[src/hw/rtl/wfsa_pkg.sv]
package wfsa_pkg;

  localparam int MAX_SEGMENTS = 16;
  localparam int ADDR_BITS    = 32;
  localparam int DATA_W       = 32;
  localparam int OWNER_W      = 16;
  localparam int STATUS_W     = 3;
  localparam int IDX_W        = $clog2(MAX_SEGMENTS);
  localparam int CNT_W        = $clog2(MAX_SEGMENTS + 1);

  localparam logic [DATA_W-1:0]  RESET_TOTAL    = DATA_W'(65536);
  localparam logic [DATA_W-1:0]  RESET_RESERVED = DATA_W'(4096);
  localparam logic [OWNER_W-1:0] RESERVED_OWNER = OWNER_W'(1);
  localparam logic [OWNER_W-1:0] FIRST_OWNER    = OWNER_W'(2);

  localparam logic [STATUS_W-1:0] ST_GRANTED = STATUS_W'(0);
  localparam logic [STATUS_W-1:0] ST_NO_FIT  = STATUS_W'(1);
  localparam logic [STATUS_W-1:0] ST_TOO_BIG = STATUS_W'(2);
  localparam logic [STATUS_W-1:0] ST_FULL    = STATUS_W'(3);
  localparam logic [STATUS_W-1:0] ST_BAD_CFG = STATUS_W'(4);

  typedef struct packed {
    logic [ADDR_BITS-1:0] base;
    logic [ADDR_BITS-1:0] length;
    logic [OWNER_W-1:0]   owner;
  } entry_t;

  typedef struct packed {
    logic                 valid;
    logic                 found;
    logic [ADDR_BITS-1:0] hole;
    logic [IDX_W-1:0]     idx;
    logic [ADDR_BITS-1:0] seg_end;
  } tok_t;

  typedef struct packed {
    logic [ADDR_BITS-1:0] total;
    logic [CNT_W-1:0]     count;
    logic                 ins_en;
    logic [IDX_W-1:0]     ins_pos;
    entry_t               ins_entry;
    logic                 len0_we;
    logic [ADDR_BITS-1:0] len0;
  } bcast_t;

endpackage

[src/hw/rtl/wfsa_cell.sv]
module wfsa_cell (
  input  logic                           clk,
  input  logic                           rst_n,
  input  logic [wfsa_pkg::IDX_W-1:0]     cell_idx,
  input  wfsa_pkg::bcast_t               bc,
  input  wfsa_pkg::entry_t               left_entry,
  input  logic [wfsa_pkg::ADDR_BITS-1:0] right_base,
  input  wfsa_pkg::tok_t                 tok_in,
  output wfsa_pkg::entry_t               entry,
  output wfsa_pkg::tok_t                 tok_out
);

  wfsa_pkg::entry_t                 entry_r;
  wfsa_pkg::entry_t                 entry_nxt;
  logic [wfsa_pkg::ADDR_BITS-1:0]   end_r;
  logic [wfsa_pkg::ADDR_BITS-1:0]   end_nxt;
  logic [wfsa_pkg::ADDR_BITS-1:0]   hole_r;
  logic [wfsa_pkg::ADDR_BITS-1:0]   hole_nxt;
  logic [wfsa_pkg::ADDR_BITS-1:0]   limit;
  logic [wfsa_pkg::ADDR_BITS:0]     sum;
  logic [wfsa_pkg::CNT_W-1:0]       idx_ext;
  logic                             active;
  logic                             last;
  wfsa_pkg::tok_t                   tok_r;
  wfsa_pkg::tok_t                   tok_nxt;

  assign idx_ext = wfsa_pkg::CNT_W'(cell_idx);
  assign active  = idx_ext < bc.count;
  assign last    = (idx_ext + wfsa_pkg::CNT_W'(1)) == bc.count;

  // Segment end saturates at the all-ones address.
  assign sum     = {1'b0, entry_r.base} + {1'b0, entry_r.length};
  assign end_nxt = sum[wfsa_pkg::ADDR_BITS] ? '1 : sum[wfsa_pkg::ADDR_BITS-1:0];

  assign limit    = last ? bc.total : right_base;
  assign hole_nxt = (limit > end_r) ? (limit - end_r) : '0;

  always_comb begin
    entry_nxt = entry_r;
    if (bc.ins_en) begin
      if (cell_idx == bc.ins_pos) begin
        entry_nxt = bc.ins_entry;
      end else if (cell_idx > bc.ins_pos) begin
        entry_nxt = left_entry;
      end
    end
    if (bc.len0_we && (cell_idx == '0)) begin
      entry_nxt.length = bc.len0;
    end
  end

  // Strictly greater keeps the first of equal holes.
  always_comb begin
    tok_nxt = tok_in;
    if (tok_in.valid && active && (hole_r > tok_in.hole)) begin
      tok_nxt.found   = 1'b1;
      tok_nxt.hole    = hole_r;
      tok_nxt.idx     = cell_idx;
      tok_nxt.seg_end = end_r;
    end
  end

  always_ff @(posedge clk) begin
    if (!rst_n) begin
      tok_r.valid <= 1'b0;
      if (cell_idx == '0) begin
        entry_r.base   <= '0;
        entry_r.length <= wfsa_pkg::ADDR_BITS'(wfsa_pkg::RESET_RESERVED);
        entry_r.owner  <= wfsa_pkg::RESERVED_OWNER;
      end
    end else begin
      tok_r.valid <= tok_nxt.valid;
      entry_r     <= entry_nxt;
    end
    tok_r.found   <= tok_nxt.found;
    tok_r.hole    <= tok_nxt.hole;
    tok_r.idx     <= tok_nxt.idx;
    tok_r.seg_end <= tok_nxt.seg_end;
    end_r         <= end_nxt;
    hole_r        <= hole_nxt;
  end

  assign entry   = entry_r;
  assign tok_out = tok_r;

endmodule

[config.mk]
export PLATFORM = sky130hd
export DESIGN_NAME = wfsa_cell
export DESIGN_NICKNAME = d
export VERILOG_FILES = /design/src/hw/rtl/wfsa_pkg.sv /design/src/hw/rtl/wfsa_cell.sv
export SDC_FILE = /design/constraint.sdc
export NUM_CORES = 1
export LEC_CHECK = 0
export ABC_AREA = 1
export BUFFER_PORTS_ARGS = -buffer_cell sky130_fd_sc_hd__clkbuf_2
export CORE_ASPECT_RATIO = 1.25
export CORE_MARGIN = 8
export CORE_UTILIZATION = 23
export CTS_CLUSTER_DIAMETER = 40
export DETAILED_ROUTE_END_ITERATION = 7
export GPL_ROUTABILITY_DRIVEN = 0
export PLACE_DENSITY = 0.46
export SYNTH_ARGS = -nofsm -noshare
export SYNTH_HDL_FRONTEND = slang
export SYNTH_SLANG_ARGS = --single-unit
[constraint.sdc]
create_clock -name clk -period 2.9 [get_ports clk]
set_input_delay 0.435 -clock clk [delete_from_list [all_inputs] [get_ports clk]]
set_output_delay 0.435 -clock clk [all_outputs]
set_load 0.005 [all_outputs]
# ---- Word level (Yosys, flattened, before mapping)
# Index checks and enable logic that the tools add are counted.
dict set report classes {
  n_mux 8
  n_eq_ne 6
  magnitude_cmp 4
  reduce_logical 7
  addsub 3
}
# operator count
set op_table {}
lappend op_table {{$mux 80} 5}
lappend op_table {{$mux 68} 1}
lappend op_table {{$gt 32x32->1} 2}
lappend op_table {{$mux 32} 2}
lappend op_table {{$add 32x32->33} 1}
lappend op_table {{$sub 32x32->32} 1}
lappend op_table {{$ne 3x1->1 const B} 2}
lappend op_table {{$reduce_and 3->1} 2}
lappend op_table {{$add 4x1->5 const B} 1}
lappend op_table {{$eq 5x5->1} 1}
lappend op_table {{$lt 4x5->1} 1}
lappend op_table {{$eq 4x4->1} 1}
lappend op_table {{$gt 4x4->1} 1}
lappend op_table {{$logic_not 4->1} 1}
lappend op_table {{$ne 4x1->1 const B} 1}
lappend op_table {{$logic_and 1x1->1} 3}
lappend op_table {{$ne 2x1->1 const B} 1}
lappend op_table {{$reduce_bool 2->1} 1}
dict set report totals {
  word_cells 38
  reg_bits 214
  out_inout_bits 150
}

# ---- Depth between registers and ports, before layout
# Gate-level depths: netlist of the first run.
dict set report depth {
  ltp_word 6
  mapped_depth 24
  ltp_nobuf 22
}

# ---- Worst setup path after synthesis of the first run
# Ideal clock, no wire load.
dict set report synth_path {
  kind {input to register}
  start {in cell_idx[0] (netlist name)}
  end {reg hole_r[20] (netlist name)}
  path_stages 22
  t_arrival_ns 2.975
  required_time_ns 2.785
  setup_slack_ns -0.190
  cell_sequence {inv_1 > ha_1 > nor2_1 > nor2_1 > nand2_1 > a211oi_2 > nand2_1 > buf_2 > nand2_1 > nand2_1 > fa_1 > nand2_2 > nand3_2 > nand2_2 > nand2_2 > nand2_2 > nand2_2 > nand2_1 > nand2_2 > nand2_4 > buf_6 > nor2_2}
}
dict set report synth_between {
  elab_chain_len 4
}
# item line_no
set synth_lines {}
lappend synth_lines {{from (decl)} wfsa_cell.sv:4} ;# input logic [wfsa_pkg::IDX_W-1:0] cell_idx,
lappend synth_lines {{$add 4x1->5 (*)} wfsa_cell.sv:29} ;# assign last = (idx_ext + wfsa_pkg::CNT_W'(1)) == bc.count;
lappend synth_lines {{$eq 5x5->1 (*)} wfsa_cell.sv:29}
lappend synth_lines {{$mux 32 (*)} wfsa_cell.sv:35} ;# assign limit = last ? bc.total : right_base;
lappend synth_lines {{$sub 32x32->32 / $gt 32x32->1 (equally long branches)} wfsa_cell.sv:36} ;# assign hole_nxt = (limit > end_r) ? (limit - end_r) : '0;
lappend synth_lines {{to (signal assigned)} wfsa_cell.sv:80} ;# hole_r <= hole_nxt;
lappend synth_lines {{to (decl)} wfsa_cell.sv:17} ;# logic [wfsa_pkg::ADDR_BITS-1:0] hole_r;
# Every way passes the cells marked *; elsewhere a longest branch is shown, timed or not.
# A chain may end at the register's enable or synchronous reset.

# ---- Final worst setup path of the first run
dict set report layout_path {
  start {in cell_idx[0] (netlist name)}
  end {reg hole_r[21] (netlist name)}
}
# Same word-level chain as after synthesis.

==> results of run 1 <==
## sequential cells by signal, indices dropped and copies added, names as in the netlist
| name | cells |
|---|---|
| entry | 80 |
| tok_out | 70 |
| end_r | 32 |
| hole_r | 32 |
## Yosys cell counts, types with 20 or more instances
master	n
nor2_2	20
buf_2	27
a21oi_1	72
edfxtp_1	80
o21ai_0	76
clkbuf_1	26
xor2_1	31
nor2_1	212
dfxtp_1	134
ha_1	106
inv_1	307
nand2_1	652
nand3_1	205
o211ai_1	31
## per-layer routing
| layer | routed length, um | up-vias | share of wire, % | track usage [%] |
|---|---|---|---|---|
| li1 | - | 7950 | - | - |
| met1 | 23020 | 6848 | 37 | 17.45 |
| met2 | 32560 | 518 | 52 | 32.54 |
| met3 | 4122 | 115 | 6.6 | 3.981 |
| met4 | 2610 | 0 | 4.2 | 7.093 |
| met5 | 0 | - | 0 | 0 |
## cell families (layout without fill, tap and decap cells)
logic type / Yosys count / in the layout / share of synthesized area [%]
buffers and inverters: 388 / 1040 / 10.96
AND/OR/NAND/NOR: 1149 / 1149 / 33.35
flip-flops: 214 / 214 / 35.36
AO/OA/AOI/OAI: 212 / 212 / 8.684
adder cells (fa/ha/maj): 108 / 108 / 9.502
XOR/XNOR: 35 / 35 / 2.132
## layout make-up
cell class | count | area (um^2)
Timing Repair Buffer | 637 | 3913
Clock buffer | 51 | 1190
Multi-Input combinational cell | 1504 | 8477
Clock inverter | 31 | 326.6
Fill cell | 6709 | 40650
Inverter | 321 | 1220
Sequential cell | 214 | 5085
Tap cell | 832 | 1041
## through the flow
step / instance area, um^2 / TNS (ns)
after CTS: 20790 / 0
after global placement: 18780 / -18.30
after floorplan: 14460 / -1.927
after detailed placement: 18780 / -19.41
final: 21250 / 0
after global routing: 21250 / -0.1268
## worst min path at each step
stage / startpoint / endpoint / slack, ns / depth (start not counted)
final: tok_in[22] / tok_out[22] / 0.05 / 3
after global routing: tok_in[17] / tok_out[17] / 0.02 / 3
after CTS: tok_in[30] / tok_out[30] / 0.0004 / 3
after detailed placement: hole_r[21] / tok_out[57] / 0.47 / 2
after global placement: hole_r[12] / tok_out[48] / 0.47 / 2
after floorplan: end_r[1] / tok_out[1] / 0.45 / 2
## report_power, final
group / internal, W / switching (W) / total (W) / leakage (nW)
clock: 0.00327 / 0.00187 / 0.00514 / 0.728
combinational: 0.00227 / 0.00312 / 0.00539 / 8.71
sequential: 0.00364 / 0.000317 / 0.00396 / 1.79
## worst register-to-register path, cell delays in order, from the launching register on
cell	delay (ns)
edfxtp_1	0.39
ha_1	0.27
inv_1	0.08
fa_1	0.40
inv_1	0.14
nand3_1	0.08
nand2_1	0.20
nand2_1	0.08
nand2_1	0.14
nand2_1	0.07
nand2_1	0.11
nand3_1	0.21
nand3_1	0.15
nand3_1	0.11
## timing repair
action,CTS,global route
gates cloned,4,2
pin swaps,11,33
hold endpoints to repair,0,0
gates resized for setup,54,85
setup buffers,6,4
setup endpoints to repair,19,32
==> results.yml, run 1 <==
min_path:
  hold_class: "input port to flop"
floorplanning:
  effective_utilization_at_floorplan_pct: 23.23
  die_x_um: 239.6
  top_level_ports: 493
  dieHeight_um: 295.5
  fp.coreArea_um2: 61900
  core.rowCount: 102
  die_area_um2: 70820
clock_network:
  clkTransAtPathRegs_ns: 0.05
  cts_made_buffers: 45
  clock-root-buffer: "clkbuf_16"
  cts-hold-fix-buffers: 0
  cts_max_level: 2
  clock_path_buffers: 3
  cts_tree: "done"
  clk_latency_ns: 0.57
  cts.sink_count: 214
synthesis:
  synth.yosys.seq_area_share_pct: 35.36
  synth_enable_flop_cells: 80
  ys_ff_latch: 214
  synthesis.yosys.warnings: 0
  post_synth.cell_area_avg_um2: 6.828
  asyncSetResetFlopFracSynth_pct: 0
  synthesis.instances: 2106
  synthesis.area_um2: 14380
  yosysTopAreaCell: "dfxtp_1"
  post_synth_num_cell_types: 43
  yosysTopAreaCellShare_pct: 18.66
  synth-main-ff-cell: "dfxtp_1"
  synthesis.nets: 2557
  synth_area_leaders: "dfxtp_1 19%, nand2_1 17%, edfxtp_1 17%, ha_1 9.2%, inv_1 8.0%"
critical_path:
  setup.worst_path.start_class: "input port"
  setup.worst_path.start: "cell_idx[0]"
  timing.reg2reg.worst_path_depth: 13
  crit_slowest_cell: "ha_4"
  worst_ep_arrival_time_ns: 3.24
  critical-path-max-stage-delay_ns: 0.30
  worstSetupPathType: "input port to flop"
  worstSetupEndpointType: "flop"
  critPathMaxFanout: 8
  crit_chain: "buf_12, inv_12, ha_1, nor2_1, nand2_1, a211oi_4, buf_12, nand2_8, buf_12, nand2_1, nand2_1, ha_4, buf_4, nand2_1, nor2_2, nand4_1, nand2_8, clkbuf_16, a21oi_2"
  cpLargestDelayFamily: "simple AND/OR/NAND/NOR gates"
  critical_path_depth: 19
  critical_path.n_buffers_inverters: 6
  endpoint_of_the_worst_setup_timing_path: "hole_r[21]"
  worst_r2r_startpoint: "entry[16]"
  worst-r2r-setup-slack_ns: 0.34
  cpMostUsedCell: "nand2_1"
  timing.critical_path.required_ns: 3.34
  reg2reg_to: "end_r[26]"
power_and_ir_drop:
  vdd_drop_max_mv: 0.3330
  total_power_w: 0.01449
  power_leakage_nw: 11.23
  p_per_area_nw_per_um2: 681.8
global_routing:
  antenna_violations_before_repair: 0
  grt_pass1_vias: 16680
  largest_net_degree_at_the_start_of_global_routing: 82
  grt_pass1_wl_mm: 92.76
  global_route_total_usage_across_every_layer_pct: 17.00
  grt_overflow_total: 0
timing:
  finalCritPeriodShare_pct: 96.55
  fin_ws_ns: 0.1000
  timing.final.crit_period_ns: 2.800
  hold_slack_ns: 0.05414
  max_slew_margin_pct: 67.95
  fin_worst_skew_ns: 0.02774
  clock.fmax_mhz: 357.1
  worstMarginPinSlew_ns: 0.4747
  setup_viol: 0
  report.final.slew_viol_count: 0
  hold_violations: 0
placed_design:
  port_buffers: 492
  place.detailed.instances: 3492
  dpl.hpwl_mm: 51.77
  place_ws_ns: -0.7160
cells_and_area:
  mostFrequentLayoutCells: "606 x nand2_1, 490 x clkbuf_2, 304 x inv_1"
  instances_no_fill: 3590
  antenna-diode-count: 0
  commonest_non_fill_non_tap_cell_in_the_layout: "nand2_1"
  layout-area-overhead-vs-synth_pct: 47.80
  post_route_cells_drive_above_1_share_pct: 33.03
  nNetsFinal: 3174
  postLayoutCoreUtil_pct: 34.33
drt:
  detailedRoute.firstIterationViolations: 509
  routedWlPerCell_um: 17.36
  ant_nets: 0
  detailroute.via_count: 15430
  drt_wl_total_mm: 62.32
  routed_via_density: 4.298
  drc_violation_count_after_routing: 0
  detail_route.first_pass.iterations: 6
run_status:
  outcome: "finished, final reports clean"
job:
  timing.max_cap.violations: 0
No activity file was read; power rests on OpenSTA's default activity.
==> run 2: changes to the inputs <==
--- a/config.mk
+++ b/config.mk
@@ -7,13 +7,12 @@
 export LEC_CHECK = 0
 export ABC_AREA = 1
 export BUFFER_PORTS_ARGS = -buffer_cell sky130_fd_sc_hd__clkbuf_2
-export CORE_ASPECT_RATIO = 1.25
 export CORE_MARGIN = 8
-export CORE_UTILIZATION = 23
+export CORE_UTILIZATION = 47
 export CTS_CLUSTER_DIAMETER = 40
 export DETAILED_ROUTE_END_ITERATION = 7
 export GPL_ROUTABILITY_DRIVEN = 0
-export PLACE_DENSITY = 0.46
+export PLACE_DENSITY = 0.81
 export SYNTH_ARGS = -nofsm -noshare
 export SYNTH_HDL_FRONTEND = slang
 export SYNTH_SLANG_ARGS = --single-unit
==> results.yml, run 2 (synthesis results as in run 1) <==
run_status:
  outcome: "complete, but fails checks"
  violations_in_the_final_reports: "setup timing"
cells_and_area:
  instances_no_fill: 3137
  register_area_um2: 5085
  post_route_cells_drive_above_1_share_pct: 30.16
  layout.filler_cells: 2552
  largest_reg_flops: 80
  commonest_non_fill_non_tap_cell_in_the_layout: "nand2_1"
  postLayoutCoreUtil_pct: 65.54
  finish.instance_area_um2: 19890
  layout-area-overhead-vs-synth_pct: 38.34
  multi_input_comb_area_um2: 8092
  mostFrequentLayoutCells: "638 x nand2_1, 490 x clkbuf_2, 304 x inv_1"
  nNetsFinal: 3158
floorplanning:
  dieHeight_um: 190.9
  top_level_ports: 493
  core.rowCount: 64
  die_x_um: 190.9
  die_area_um2: 36450
  fp.coreArea_um2: 30350
  effective_utilization_at_floorplan_pct: 47.38
drt:
  detail_route.first_pass.iterations: 7
  detailedRoute.firstIterationViolations: 997
  routedWlPerCell_um: 17.38
  drt_wl_total_mm: 54.53
  ant_nets: 0
  drc_violation_count_after_routing: 0
  routed_via_density: 5.209
  detailroute.via_count: 16340
clock_network:
  cts_max_level: 2
  cts_made_buffers: 37
  clk_latency_ns: 0.52
  clock_path_buffers: 3
  cts-hold-fix-buffers: 0
  clkTransAtPathRegs_ns: 0.05
  cts.sink_count: 214
  clock-root-buffer: "clkbuf_16"
  cts_tree: "done"
timing:
  hold_violations: 0
  finalCritPeriodShare_pct: 102.9
  clock.fmax_mhz: 335.1
  max_slew_margin_pct: 54.34
  setup-tns-final_ns: -0.8271
  report.final.slew_viol_count: 0
  fin_worst_skew_ns: 0.01722
  timing.final.crit_period_ns: 2.984
  fin_ws_ns: -0.08442
  setup_viol: 31
  grt_setup_unrepaired: "yes"
  worstMarginPinSlew_ns: 0.6849
  hold_slack_ns: 0.1150
critical_path:
  worst_ep_arrival_time_ns: 3.43
  worst_r2r_startpoint: "entry[48]"
  setup.worst_path.start_class: "input port"
  timing.critical_path.required_ns: 3.35
  setup.worst_path.start: "cell_idx[0]"
  critPathMaxFanout: 8
  worstSetupEndpointType: "flop"
  worstSetupPathType: "input port to flop"
global_routing:
  grt_overflow_total: 0
  grt_pass1_vias: 16200
  largest_net_degree_at_the_start_of_global_routing: 81
  antenna_violations_before_repair: 6
  global_route_total_usage_across_every_layer_pct: 27.70
  grt_pass1_wl_mm: 80.55
min_path:
  hold_class: "input port to flop"
  min_from: "tok_in[5]"
power_and_ir_drop:
  vdd_drop_max_mv: 0.3699
  p_per_area_nw_per_um2: 671.3
  power_leakage_nw: 11.01
placed_design:
  dpl.hpwl_mm: 43.65
  post_dp_cell_area_um2: 18120
  place.detailed.instances: 3055
  port_buffers: 492
job:
  timing.max_cap.violations: 0
## run 2: repair_timing
item                                    CTS  global route
resized for setup                         6            66
pin swaps                                 0            21
setup buffers                             0             3
cloned                                    0             6
endpoints found under the setup margin   31            32
## run 2: area by class of cell
type,instances,share of cell area (%)
diodes,6,0.07548
clock buffers,49,5.303
clock inverters,18,1.019
inverters,321,6.133
multi-input cells,1504,40.68
flip-flops and latches,214,25.56
well taps,396,2.491
repair buffers,629,18.74
## run 2: metrics by stage
stage	total power, W	setup slack [ns]
floorplan	0.006726	-0.07319
global placement	0.008500	-0.4951
detailed placement	0.008641	-0.6201
CTS	0.01302	0.02162
global route	0.01416	-0.1823
finish	0.01335	-0.08442
## run 2: where the power goes
part | switching [W] | leakage [nW] | total (W) | internal (W)
logic | 0.00300 | 8.60 | 0.00512 | 0.00212
clock network | 0.00154 | 0.617 | 0.00433 | 0.00278
registers | 0.000272 | 1.79 | 0.00391 | 0.00364
## run 2: layer usage
layer  global-route usage (%)  share of wire [%]
met1                    28.57                 34
met2                    51.36                 51
met3                    5.856                8.5
met4                    15.42                6.7
met5                        0                  0
## run 2: worst max-delay path, stage by stage
cell,delay (ns)
buf_12,0.10
inv_12,0.04
ha_4,0.26
nor2_2,0.03
nor2_1,0.08
nand2_1,0.09
a211oi_4,0.32
nand2_4,0.18
clkbuf_16,0.21
nand2_1,0.07
nand2_1,0.08
ha_1,0.33
nand2_1,0.15
nor2_1,0.23
inv_1,0.10
buf_4,0.15
nor3_1,0.23
nand2_2,0.11
nand2_1,0.07
nand2_1,0.06
a21oi_2,0.10
## run 2: final timing paths
| check | to | slack (ns) | depth (start not counted) |
|---|---|---|---|
| hold / removal | tok_out[5] | 0.12 | 3 |
| setup / recovery | hole_r[27] | -0.08 | 21 |
| hold reg to reg | tok_out[37] | 0.47 | 2 |
| setup reg to reg | end_r[0] | 0.48 | 13 |
==> run 3: changes to the inputs <==
--- a/config.mk
+++ b/config.mk
@@ -5,14 +5,14 @@
 export SDC_FILE = /design/constraint.sdc
 export NUM_CORES = 1
 export LEC_CHECK = 0
-export ABC_AREA = 1
 export BUFFER_PORTS_ARGS = -buffer_cell sky130_fd_sc_hd__clkbuf_2
-export CORE_MARGIN = 8
-export CORE_UTILIZATION = 47
+export CORE_AREA = 8 8 187 189
 export CTS_CLUSTER_DIAMETER = 40
 export DETAILED_ROUTE_END_ITERATION = 7
+export DIE_AREA = 0 0 195 197
 export GPL_ROUTABILITY_DRIVEN = 0
-export PLACE_DENSITY = 0.81
+export PLACE_DENSITY = 0.72
+export SKIP_CTS_REPAIR_TIMING = 1
 export SYNTH_ARGS = -nofsm -noshare
 export SYNTH_HDL_FRONTEND = slang
 export SYNTH_SLANG_ARGS = --single-unit
==> results.yml, run 3 <==
run_status:
  outcome: "complete, but fails checks"
  violations_in_the_final_reports: "setup timing"
timing:
  timing.final.crit_period_ns: 3.567
  setup_viol: 32
  grt_setup_unrepaired: "yes"
  setup-tns-final_ns: -18.72
  finalCritPeriodShare_pct: 123.0
  clock.fmax_mhz: 280.4
  worstMarginPinSlew_ns: 0.8247
  fin_worst_skew_ns: 0.01851
  report.final.slew_viol_count: 0
  fin_ws_ns: -0.6668
  hold_violations: 0
  max_slew_margin_pct: 45.02
synthesis:
  synthesis.instances: 1329
  synth_enable_flop_cells: 80
  synth_area_leaders: "dfxtp_1 21%, edfxtp_1 19%, ha_1 10%, mux2_2 9.0%, nand2_1 6.5%"
  yosysTopAreaCell: "dfxtp_1"
  synthesis.yosys.warnings: 0
  asyncSetResetFlopFracSynth_pct: 0
  post_synth_num_cell_types: 67
  synthesis.area_um2: 12660
  synth-main-ff-cell: "dfxtp_1"
  synth.top_cells.by_count: "218 x nand2_1, 134 x dfxtp_1, 106 x ha_1, 101 x mux2_2, 92 x inv_1"
  yosysTopAreaCellShare_pct: 21.19
  synth.yosys.seq_area_share_pct: 40.16
  synthesis.nets: 1780
  post_synth.cell_area_avg_um2: 9.528
  yosys.cell_count.top_type: "nand2_1"
  ys_ff_latch: 214
cells_and_area:
  layout.filler_cells: 2775
  largest_reg_flops: 80
  mostFrequentLayoutCells: "486 x clkbuf_2, 217 x nand2_1, 134 x dfxtp_1"
  post_route_cells_drive_above_1_share_pct: 45.98
  commonest_non_fill_non_tap_cell_in_the_layout: "clkbuf_2"
  nNetsFinal: 2408
  finish.instance_area_um2: 18800
  instances_no_fill: 2408
  layout-area-overhead-vs-synth_pct: 48.49
floorplanning:
  die_area_um2: 38420
  fp.coreArea_um2: 32040
  dieHeight_um: 197
  die_x_um: 195
  effective_utilization_at_floorplan_pct: 39.52
  top_level_ports: 493
  core.rowCount: 66
critical_path:
  worstSetupEndpointType: "flop"
  critPathMaxFanout: 20
  cpMostUsedCell: "buf_12"
  timing.critical_path.required_ns: 3.35
  worst_ep_arrival_time_ns: 4.02
  worstSetupPathType: "input port to flop"
  setup.worst_path.start_class: "input port"
  critical-path-max-stage-delay_ns: 0.35
  crit_slowest_cell: "or3_1"
  crit_chain: "buf_12, ha_4, a211oi_2, a21oi_2, nor4_4, buf_4, buf_12, mux2_4, ha_4, nand4_1, buf_4, nor3b_2, a22o_1, o21ai_4, or3_1, a31o_4, buf_12, nor3_1"
drt:
  detail_route.first_pass.iterations: 5
  detailedRoute.firstIterationViolations: 687
  ant_nets: 0
  drt_wl_total_mm: 49.81
  routed_via_density: 5.219
  drc_violation_count_after_routing: 0
  routedWlPerCell_um: 20.69
  detailroute.via_count: 12570
placed_design:
  port_buffers: 492
  dpl.hpwl_mm: 39.63
  place.detailed.instances: 2308
  post_dp_cell_area_um2: 16730
clock_network:
  clock-root-buffer: "clkbuf_16"
  cts_max_level: 2
  cts_tree: "done"
  clk_latency_ns: 0.53
  clkTransAtPathRegs_ns: 0.06
  clock_path_buffers: 3
  cts_made_buffers: 42
  cts.sink_count: 214
power_and_ir_drop:
  power_leakage_nw: 9.248
  vdd_drop_max_mv: 0.4237
  p_per_area_nw_per_um2: 732.4
min_path:
  hold_class: "input port to flop"
global_routing:
  global_route_total_usage_across_every_layer_pct: 23.86
  grt_pass1_wl_mm: 72.59
  grt_overflow_total: 0
  antenna_violations_before_repair: 14
  grt_pass1_vias: 13020
  largest_net_degree_at_the_start_of_global_routing: 82
job:
  timing.max_cap.violations: 0
[run 3: power by group]
group	switching, W	internal, W	total (W)
sequential	0.000346	0.00369	0.00403
clock	0.00175	0.00299	0.00473
combinational	0.00253	0.00247	0.00500
total	0.00463	0.00914	0.0138
[run 3: worst paths after layout]
check	cells after the start	slack [ns]	startpoint	end
setup reg to reg	9	0.05	entry[25]	end_r[31]
hold / removal	2	0.09	tok_in[68]	tok_out[68]
setup / recovery	18	-0.67	cell_idx[0]	hole_r[7]
hold reg to reg	1	0.48	end_r[25]	tok_out[25]
[run 3: kinds of logic after synthesis]
| family | after synthesis | synth area share [%] |
|---|---|---|
| mux | 104 | 9.219 |
| fa+ha+maj | 108 | 10.79 |
| xor+xnor | 46 | 3.182 |
| buf+inv | 144 | 4.575 |
| flops | 214 | 40.16 |
| compound gates | 308 | 17.78 |
| simple gates | 405 | 14.30 |
[run 3: worst max-delay path: cells and delay by family]
kind	cells	cell delay [ns]
buffers and inverters	5	0.77
AO/OA/AOI/OAI	5	0.95
multiplexers	1	0.32
adder cells (fa/ha/maj)	2	0.44
AND/OR/NAND/NOR	5	1.07
[run 3: through the flow]
step	setup WS, ns	power [W]	hold WS, ns	utilization, %
finish	-0.6668	0.01377	0.09331	58.68
global route	-0.7846	0.01450	0.07882	58.67
CTS	-0.7896	0.01338	0.06824	56.55
detailed placement	-1.337	0.008568	0.4705	52.23
global placement	-1.206	0.008446	0.4663	52.23
floorplan	-1.002	0.006595	0.4565	-
[run 3: layout make-up]
type	instances	area, um^2	share of cell area [%]
Tap cell	408	510.5	2.715
Inverter	92	347.8	1.850
Timing Repair Buffer	636	3751	19.95
Sequential cell	214	5085	27.04
Clock inverter	32	321.6	1.710
Antenna cell	10	25.02	0.1331
Multi-Input combinational cell	971	7699	40.95
Clock buffer	45	1062	5.650
[run 3: per-layer routing]
layer / vias up / routed length, um / GRT usage [%]
met2: 556 / 25060 / 42.11
li1: 6018 / - / -
met3: 109 / 4033 / 7.215
met4: 2 / 1767 / 10.47
met1: 5882 / 18940 / 26.31
met5: - / 12 / 0
